==> config.mk <==
export PLATFORM = sky130hd
export DESIGN_NAME = ptw_queue
export DESIGN_NICKNAME = d
export VERILOG_FILES = /design/src/rtl/ptw_pkg.sv /design/src/rtl/ptw_queue.sv
export SDC_FILE = /design/constraint.sdc
export NUM_CORES = 1
export LEC_CHECK = 0
export BUFFER_PORTS_ARGS = -buffer_cell sky130_fd_sc_hd__buf_2
export CORE_UTILIZATION = 56
export CTS_CLUSTER_SIZE = 14
export DETAILED_ROUTE_END_ITERATION = 12
export HOLD_SLACK_MARGIN = 0.12
export PLACE_DENSITY = 0.95
export RECOVER_POWER = 50
export SKIP_LAST_GASP = 1
export SYNTH_ARGS = -nofsm -noshare
export SYNTH_HDL_FRONTEND = slang
export SYNTH_SLANG_ARGS = --single-unit
==> constraint.sdc <==
create_clock -name clk -period 6.4 [get_ports clk]
set_input_delay 0.32 -clock clk [delete_from_list [all_inputs] [get_ports clk]]
set_output_delay 0.32 -clock clk [all_outputs]
set_load 0.01 [all_outputs]
==> src/rtl/ptw_pkg.sv <==
// Shared types, codes and helpers of the page table walker.
// No dependencies; used by the front, queue, back and top-level modules of the block.
package ptw_pkg;

  localparam int ADDR_W = 48;
  localparam int DATA_W = 64;
  localparam int IDX_W = 9;
  localparam int QUEUE_DEPTH = 2;
  localparam int QUEUE_AW = $clog2(QUEUE_DEPTH);
  localparam int QUEUE_CW = $clog2(QUEUE_DEPTH + 1);

  localparam logic [1:0] ACT_TRANSLATE = 2'd0;
  localparam logic [1:0] ACT_WRITE = 2'd1;
  localparam logic [1:0] ACT_READ = 2'd2;

  localparam logic [1:0] LVL0 = 2'd0;
  localparam logic [1:0] LVL1 = 2'd1;
  localparam logic [1:0] LVL2 = 2'd2;
  localparam logic [1:0] LVL3 = 2'd3;

  localparam logic [1:0] SIZE_NONE = 2'd0;

  localparam int BIT_VALID = 0;
  localparam int BIT_TABLE = 1;

  localparam logic [ADDR_W-1:0] DESC_ADDR_MASK = 48'hFFFF_FFFF_F000;

  typedef enum logic [2:0] {
    K_WALK,
    K_IDENT,
    K_WRITE,
    K_READ,
    K_NONE
  } kind_t;

  typedef enum logic [1:0] {
    B_IDLE,
    B_READ,
    B_WALK
  } state_t;

  typedef struct packed {
    kind_t             kind;
    logic [ADDR_W-1:0] addr;
    logic [DATA_W-1:0] wdata;
  } item_t;

  typedef struct packed {
    logic  valid;
    item_t item;
  } q_slot_t;

  function automatic logic [IDX_W-1:0] level_index(input logic [ADDR_W-1:0] va,
                                                   input logic [1:0] lvl);
    logic [IDX_W-1:0] idx;
    case (lvl)
      LVL0:    idx = va[47:39];
      LVL1:    idx = va[38:30];
      LVL2:    idx = va[29:21];
      default: idx = va[20:12];
    endcase
    return idx;
  endfunction

  function automatic logic [ADDR_W-1:0] offset_mask(input logic [1:0] lvl);
    logic [ADDR_W-1:0] m;
    case (lvl)
      LVL1:    m = 48'h0000_3FFF_FFFF;
      LVL2:    m = 48'h0000_001F_FFFF;
      default: m = 48'h0000_0000_0FFF;
    endcase
    return m;
  endfunction

endpackage

==> src/rtl/ptw_queue.sv <==
// Short request queue between the front and back parts of the walker.
// Depends on ptw_pkg for the slot type and depth.
module ptw_queue (
  input  logic             clk,
  input  logic             rst,
  input  ptw_pkg::q_slot_t push,
  input  logic             pop,
  output logic             full,
  output ptw_pkg::q_slot_t head
);

  ptw_pkg::item_t slots [ptw_pkg::QUEUE_DEPTH];
  logic [ptw_pkg::QUEUE_AW-1:0] wr_ptr;
  logic [ptw_pkg::QUEUE_AW-1:0] rd_ptr;
  logic [ptw_pkg::QUEUE_CW-1:0] count;
  logic do_push;
  logic do_pop;

  assign full = (count == ptw_pkg::QUEUE_CW'(ptw_pkg::QUEUE_DEPTH));
  assign do_push = push.valid && !full;
  assign do_pop = pop && (count != '0);
  assign head.valid = (count != '0);
  assign head.item = slots[rd_ptr];

  always_ff @(posedge clk) begin
    if (do_push) begin
      slots[wr_ptr] <= push.item;
    end
  end

  always_ff @(posedge clk) begin
    if (rst) begin
      wr_ptr <= '0;
      rd_ptr <= '0;
      count <= '0;
    end else begin
      if (do_push) begin
        wr_ptr <= (wr_ptr == ptw_pkg::QUEUE_AW'(ptw_pkg::QUEUE_DEPTH - 1)) ? '0 : wr_ptr + 1'b1;
      end
      if (do_pop) begin
        rd_ptr <= (rd_ptr == ptw_pkg::QUEUE_AW'(ptw_pkg::QUEUE_DEPTH - 1)) ? '0 : rd_ptr + 1'b1;
      end
      case ({do_push, do_pop})
        2'b10:   count <= count + 1'b1;
        2'b01:   count <= count - 1'b1;
        default: count <= count;
      endcase
    end
  end

endmodule

# Yosys cells after proc, flatten, opt, wreduce, memory -nomap -nowiden

Memories as Yosys holds them, arrays and structs flattened. A register that Yosys moved wholly into a read port is not among the register bits.
Cells that the tools add are included.

Memories kept: 1
Flip-flop bits (word level): 4
Bits in writable memories: 230

Memory list:

| memory | words | bits a word | read ports | clocked after memory_dff | write ports | RTL line        | source |
|---|---|---|---|---|---|---|---|
| slots  | 2     | 115         | 1          | 1                        | 1           | ptw_queue.sv:12 | `ptw_pkg::item_t slots [ptw_pkg::QUEUE_DEPTH];` |

Reduce and logical (&&, ||, !) cells: 5
Mux-type cells: 7
Equal/unequal tests: 3
Add/sub/neg operators: 4

Operators by type and width:

| kind                  | number |
|---|---|
| $mux W1               | 6 |
| $eq A2 B2 Y1 const B  | 2 |
| $pmux W2 S2           | 1 |
| $reduce_bool A2 Y1    | 2 |
| $add A1 B1 Y1 const B | 2 |
| $add A2 B1 Y2 const B | 1 |
| $eq A2 B1 Y1 const B  | 1 |
| $logic_and A1 B1 Y1   | 2 |
| $sub A2 B1 Y2 const B | 1 |
| $logic_not A1 Y1      | 1 |

# Longest topological paths before layout

Gate-level depths: netlist (run 1).

Depth after elaboration: 5
Mapped depth: 6
Mapped depth without buffers: 6

# Worst setup path after synthesis (run 1)

No wires, ideal clock.

Path kind: reg2reg
From: register count[0] in the netlist's numbering
To: memory slots[1][0] in the netlist's numbering (enable)
Arrival time: 3.241 ns
Cell stages (with the launch flop): 3
Setup slack: 2.671 ns
Path through: dfxtp_1 nand2b_2 and3_1

Word-level cells in the longest chain between the ends: 5

RTL lines:

| item                          | RTL line        | source |
|---|---|---|
| from (decl)                   | ptw_queue.sv:15 | `logic [ptw_pkg::QUEUE_CW-1:0] count;` |
| from (signal assigned)        | ptw_queue.sv:44 | `2'b10: count <= count + 1'b1;` |
| from (signal assigned)        | ptw_queue.sv:45 | `2'b01: count <= count - 1'b1;` |
| from (signal assigned)        | ptw_queue.sv:46 | `default: count <= count;` |
| $eq A2 B2 Y1                  | ptw_queue.sv:19 | `assign full = (count == ptw_pkg::QUEUE_CW'(ptw_pkg::QUEUE_DEPTH));` |
| $logic_not A1 Y1              | ptw_queue.sv:20 | `assign do_push = push.valid && !full;` |
| $logic_and A1 B1 Y1           | ptw_queue.sv:20 |  |
| $mux W1                       | ptw_queue.sv:26 | `if (do_push) begin` |
| $mux W1 (not written as such) | ptw_queue.sv:27 | `slots[wr_ptr] <= push.item;` |
| to (decl)                     | ptw_queue.sv:12 |  |

Every way passes these cells.

# Worst setup path in the final report (run 1)

From: register count[0] in the netlist's numbering
To: memory slots[0][15] in the netlist's numbering (enable)

Same word-level chain as after synthesis.

==> results.tsv, run 1 <==
stage	metric	value	unit
setup_path	RR Startpoint	count[0]	
synthesis	dominant synthesized flop cell	edfxtp_1	
drt	Routed Antenna Nets	0	
status	run status	complete, but fails checks	
setup_path	Startpoint Class	flop	
global_route	largest net degree at the start of global routing	63	
global_route	GRT Total Usage	24.4	%
timing	Fin Setup TNS	0	ps
hold_path	Worst Hold Launch	push[115]	
drt	Routed WL	19100	um
placed_design	DP Cell Count	793	
cts	CTS tree	yes	
synthesis	Mapped Cells	384	
timing	Slew @ Worst Pin	2580	ps
status	failing checks	design-rule violations, max-capacitance violations, max-slew violations	
hold_path	Worst Hold End	wr_ptr	
cells_and_area	Post-Layout Cell Count	949	
setup_path	Critical Path AT	4470	ps
timing	RSZ-0062 raised after global routing	no	
floorplanning	DIE AREA	0.0157	mm2
setup_path	FF-to-FF End	slots[0][15]	
floorplanning	# rows	44	
flow_run	max-cap violations	2	
cells_and_area	fin nets	870	
power_and_ir_drop	Power Dens Cells	377	mW/mm2
power_and_ir_drop	Peak VDD IR	0.000343	V
placed_design	Port Buf Inserts	235	
synthesis	cell taking the most area after synthesis	edfxtp_1	
timing	Setup violations, final	0	
synthesis	yosys warns	0	
synthesis	Synth top cells by count	edfxtp_1, mux2_2, buf_2	
synthesis	Synth async-reset ratio	0	%
placed_design	routability cong.	0.704	
timing	crit path time final	4330	ps
hold_path	Min-Delay Path Depth	4	
global_route	grt total ovfl	0	
floorplanning	# IOs	236	
setup_path	reg2reg setup slack	2070	ps
cts	worst skew pair latency	490	ps
cells_and_area	Layout area overhead	35.8	%
synthesis	syn_nets	504	
placed_design	Post-DP Area	0.00987	mm2
synthesis	Mapped Area	0.00851	mm2
global_route	global-route wire length before repair	29100	um
setup_path	worst-case reg-to-reg path depth	5	
cts	cts bufs inserted	23	
drt	vias per inst	5.21	
synthesis	Synth top area share	81.1	%
timing	period utilization	67.7	%
floorplanning	Starting Density	57.9	%
cts	Clk pin slew, worst setup/hold paths	60	ps
synthesis	Seq cells post-synth	235	
synthesis	Synth cell types	20	
cells_and_area	layout cells sized above 1	37.6	%
setup_path	CP max FO	58	
drt	WL per Instance	20.1	um
drt	via count	4949	
global_route	antenna violations before repair	0	
cells_and_area	Antenna Cells	0	
power_and_ir_drop	Power, Total	4.35	mW
floorplanning	Die Y	125	um
hold_path	path type of the worst min-delay path	in2reg	
cts	CTS root buf	clkbuf_16	
timing	max-slew violations	114	
cells_and_area	Final Cell Area	0.0116	mm2
timing	Hold Fails Final Rpt	0	
timing	Worst Skew	7.96	ps
drt	drt drc	15	
synthesis	syn_area_per_cell	22.2	um2
timing	fmax	231	MHz
placed_design	DP HPWL	9910	um
synthesis	top cells by area, synth	edfxtp_1, mux2_2, dfxtp_1	
drt	drt first pass iters	9	
synthesis	sequential fraction of the synthesis area	82.3	%
setup_path	CP required	6540	ps
cts	CTS max path bufs	3	
cts	post-CTS setup buffers	0	
drt	starting DRC count in detailed routing	295	
floorplanning	core outline area	0.0147	mm2
global_route	vias in the first global route	5491	
timing	Slew HR	-72.9	%
setup_path	Worst Setup End Kind	flop	
setup_path	kind of critical path	reg2reg	
synthesis	count leader, synth	edfxtp_1	
floorplanning	Horiz. Die Dim	125	um
cts	clock tree sinks	235	
cts	H-tree level count	1	
power_and_ir_drop	Pleak	4.14	nW
synthesis	number of enable flip-flop cells after synthesis	230	
[cells in the final DEF, fill, tap and decap left out, drive strengths merged, types with 2 or more instances in the layout]
cell type | netlist | layout
clkinvlp | 0 | 3
clkinv | 0 | 7
dfxtp | 5 | 5
o21ai | 2 | 2
inv | 3 | 2
or3 | 2 | 2
dlygate4sd3 | 0 | 116
nor2 | 3 | 3
a21oi | 2 | 2
clkbuf | 0 | 127
mux2 | 115 | 115
xnor2 | 2 | 2
buf | 13 | 142
edfxtp | 230 | 230
[metrics by stage]
| step | util [%] | setup WS, ps | hold WS [ps] |
|---|---|---|---|
| 3_5_place_dp | 67.1 | 3600 | 498 |
| 6_report | 78.6 | 2070 | 320 |
| 4_1_cts | 79.5 | 3370 | 282 |
| 2_1_floorplan | - | 2670 | 389 |
| 5_1_grt | 78.6 | 1750 | 314 |
| 3_3_place_gp | 67.1 | 3760 | 479 |
[where the power goes]
part           internal, mW  switching (mW)  total (mW)
Combinational         0.524           0.563        1.09
Sequential             1.96           0.113        2.07
Clock                 0.664           0.535        1.20
[layer usage]
metal | share of wire [%] | vias to the layer above | global-route usage [%] | wire length, um
li1 | - | 2260 | - | -
met1 | 37 | 2435 | 28.3 | 7020
met2 | 54 | 213 | 45.6 | 10400
met3 | 6.0 | 41 | 4.49 | 1140
met4 | 2.7 | 0 | 8.11 | 520
met5 | 0 | - | 0 | 0
[layout make-up]
class / instances / area, um2
inverter: 3 / 12.5
timing repair buffer: 354 / 2240
tap: 184 / 230
multi-input combinational: 133 / 1410
clock buffer: 31 / 606
fill: 808 / 3140
sequential: 235 / 7010
clock inverter: 9 / 50.0
[what timing repair did]
action                    4_1_cts  5_1_grt
resized for setup               0        0
hold buffers                  116        0
hold endpoints to repair      235        0
[logic make-up after synthesis]
kind of cell | synth area share, %
buffers and inverters | 1.12
multiplexers | 15.2
AO/OA/AOI/OAI | 0.323
XOR/XNOR | 0.309
adder cells (fa/ha/maj) | 0.147
flip-flops | 82.3
AND/OR/NAND/NOR | 0.573
[state kept, by name, indices dropped and copies added, names as in the netlist, named ones only]
| register | count |
|---|---|
| rd_ptr | 1 |
| slots | 230 |
| count | 2 |
| wr_ptr | 1 |
[worst max-delay path by stage]
stage	startpoint	to	slack, ps	depth (start not counted)
2_1_floorplan	count[0]	slots[1][0]	2670	2
3_3_place_gp	count[0]	slots[0][7]	3760	5
3_5_place_dp	count[0]	slots[0][15]	3600	5
4_1_cts	flop	head[56]	3370	3
5_1_grt	count[0]	slots[0][13]	1750	5
6_report	count[0]	slots[0][15]	2070	5
[worst max-delay path, cell delays in order, from the launching register on]
cell and delay (ps):
dfxtp_1 380, nand2b_2 230, inv_1 90, or3_1 150
clkinvlp_2 1940, buf_4 1100
No activity file was read; power rests on OpenSTA's default activity.
==> run 2: changes to the inputs <==
--- a/config.mk
+++ b/config.mk
@@ -6,11 +6,11 @@
 export NUM_CORES = 1
 export LEC_CHECK = 0
 export BUFFER_PORTS_ARGS = -buffer_cell sky130_fd_sc_hd__buf_2
-export CORE_UTILIZATION = 56
+export CORE_UTILIZATION = 52
 export CTS_CLUSTER_SIZE = 14
 export DETAILED_ROUTE_END_ITERATION = 12
 export HOLD_SLACK_MARGIN = 0.12
-export PLACE_DENSITY = 0.95
+export PLACE_DENSITY = 0.89
 export RECOVER_POWER = 50
 export SKIP_LAST_GASP = 1
 export SYNTH_ARGS = -nofsm -noshare
==> constraint.sdc (replaced) <==
create_clock -name clk -period 4.2 [get_ports clk]
set_input_delay 0.21 -clock clk [delete_from_list [all_inputs] [get_ports clk]]
set_output_delay 0.21 -clock clk [all_outputs]
set_load 0.01 [all_outputs]
==> run 2 against run 1 <==
The run ends with max-capacitance violations, max-slew violations left. Final area increased by 0.92%. Via count decreased by 0.57%. Register-to-register slack got worse by 1100 ps. Clock skew increased by 2.5 ps. Total power increased by 53%. Flip-flop and latch count unchanged. Utilization decreased by 5.5 points. Global-route usage decreased by 2.5 points. Critical endpoint is now slots[1][32].
==> results.tsv, run 2 (same netlist as run 1, synthesis figures left out) <==
stage	metric	value	unit	change
status	run status	complete, but fails checks		
status	failing checks	max-capacitance violations, max-slew violations		
cells_and_area	commonest cells after routing, fill and taps aside	edfxtp_1, buf_2, dlygate4sd3_1		
global_route	global-route wire length before repair	27600	um	-5.3%
cts	cts bufs inserted	23		unchanged
cells_and_area	Post-Layout Cell Count	983		+3.6%
setup_path	Crit-path slowest cell	and3_1		
setup_path	CP required	4350	ps	-2190 ps
drt	via count	4921		-0.57%
placed_design	Port Buf Inserts	235		unchanged
setup_path	CP Launch Point	count[0]		
floorplanning	# IOs	236		unchanged
global_route	grt total ovfl	0		unchanged
cts	CTS root buf	clkbuf_16		
timing	crit path time final	3250	ps	-1090 ps
drt	Routed Antenna Nets	0		unchanged
timing	fmax	308	MHz	+33%
timing	Slew @ Worst Pin	2380	ps	-197 ps
setup_path	critical path cell sequence	nand2b_2, and3_1, buf_12		
timing	Setup violations, final	0		unchanged
drt	Routed WL	18900	um	-1.1%
setup_path	Worst Setup End Kind	flop		
drt	drt drc	0		-15
cts	H-tree level count	1		unchanged
timing	max-slew violations	50		-56%
global_route	largest net degree at the start of global routing	82		+30%
cts	worst skew pair latency	490	ps	about the same
drt	starting DRC count in detailed routing	277		-6.1%
global_route	GRT Total Usage	21.9	%	-2.5 points
floorplanning	Starting Density	53.4	%	-4.5 points
setup_path	Critical Path AT	3390	ps	-1080 ps
setup_path	CP max FO	66		+14%
cells_and_area	commonest non-fill, non-tap cell in the layout	edfxtp_1		
power_and_ir_drop	Power Dens Cells	573	mW/mm2	+52%
cts	CTS tree	yes		
cells_and_area	max reg flops	230		unchanged
setup_path	kind of critical path	reg2reg		
power_and_ir_drop	Peak VDD IR	0.000683	V	+99%
cts	post-CTS sizing	0		unchanged
global_route	vias in the first global route	5441		-0.91%
floorplanning	Die Y	130	um	+3.7%
placed_design	DP Cell Count	826		+4.2%
setup_path	Startpoint Class	flop		
timing	Worst Skew	10.5	ps	+2.50 ps
setup_path	CP top delay family	simple AND/OR/NAND/NOR gates		
timing	period utilization	77.3	%	+9.6 points
hold_path	Worst Hold Launch	push[115]		
cells_and_area	Layout area overhead	37.0	%	
cts	clock tree sinks	235		unchanged
placed_design	DP HPWL	10700	um	+7.8%
flow_run	max-cap violations	1		-1
cts	CTS max path bufs	3		unchanged
timing	Hold Fails Final Rpt	0		unchanged
power_and_ir_drop	Pleak	4.20	nW	+1.4%
cells_and_area	fin nets	871		+0.11%
cells_and_area	biggest regs	slots x230, count x2		
timing	Worst Slack Setup Final	955	ps	-1110 ps
floorplanning	DIE AREA	0.0169	mm2	+7.6%
cts	post-CTS setup buffers	0		unchanged
cells_and_area	Top reg by flops	slots		
floorplanning	# rows	46		+4.5%
cts	Clk pin slew, worst setup/hold paths	60	ps	about the same
cells_and_area	layout cells sized above 1	38.8	%	+1.1 points
placed_design	dpl ws	1820	ps	-1770 ps
drt	WL per Instance	19.2	um	-4.5%
setup_path	Max stage delay on crit path	1770	ps	-170 ps
cells_and_area	fillers	970		+20%
timing	Slew HR	-58.8	%	+14 points
drt	vias per inst	5.01		-4.0%
floorplanning	core outline area	0.0159	mm2	+8.5%
floorplanning	Horiz. Die Dim	130	um	+3.7%
cts	Hold Buf Count CTS	116		unchanged
setup_path	RR Startpoint	count[0]		
hold_path	path type of the worst min-delay path	in2reg		
cells_and_area	multi-input logic area	0.00141	mm2	unchanged
drt	drt first pass iters	4		-5
timing	Fin Setup TNS	0	ps	unchanged
cells_and_area	Register Area	0.00701	mm2	unchanged
setup_path	Buf+Inv Stages, Crit Path	1		-2
global_route	antenna violations before repair	1		+1
timing	RSZ-0062 raised after global routing	no		
placed_design	routability cong.	0.749		+6.4%
## run 2: cell types whose count changed in the layout (fill, tap and decap cells not counted), sizes merged
cell,before,now
clkbuf,127,120
buf,142,147
clkinv,7,10
clkinvlp,3,0
inv,2,4
bufinv,0,1
diode,0,1
## run 2: report_power, final
group / internal (mW) / switching [mW]
logic: 0.818 / 0.830
registers: 2.97 / 0.207
clock network: 1.06 / 0.799
total: 4.85 / 1.84
## run 2: stage by stage
step                      utilization, %  power [mW]  area (um2)  hold slack, ps
after CTS                           73.9        6.70       11800             151
final                               73.2        6.68       11700             179
after global placement              62.4        4.66        9940             397
after detailed placement            62.4        4.75        9940             401
after global routing                73.1        6.95       11700             212
after floorplan                        -        4.15        8510             279
## run 2: layout make-up
| class | instances | share of cell area [%] |
|---|---|---|
| Antenna cell | 1 | 0.0215 |
| Timing Repair Buffer | 355 | 19.5 |
| Inverter | 3 | 0.118 |
| Multi-Input combinational cell | 133 | 12.1 |
| Clock inverter | 12 | 0.708 |
| Clock buffer | 28 | 5.10 |
| Sequential cell | 235 | 60.1 |
| Tap cell | 216 | 2.32 |
## run 2: metal layers
| layer | up-vias | routed length, um | track usage, % |
|---|---|---|---|
| li1 | 2254 | - | - |
| met1 | 2417 | 6840 | 23.9 |
| met2 | 210 | 10200 | 41.5 |
| met3 | 40 | 1340 | 5.49 |
| met4 | 0 | 435 | 6.91 |
| met5 | - | 0 | 0 |
## run 2: worst reg2reg max path, delay by kind of cell, from the launching register on
kind	cells	cell delay, ps
and+or+nand+nor	2	1960
buffers and inverters	1	450
DFF	1	430
## run 2: worst paths after layout
check / end / slack [ps] / depth (start not counted)
max reg2reg: slots[1][32] / 950 / 3
min reg2reg: wr_ptr / 540 / 2
min: wr_ptr / 180 / 4
max: slots[1][32] / 950 / 3
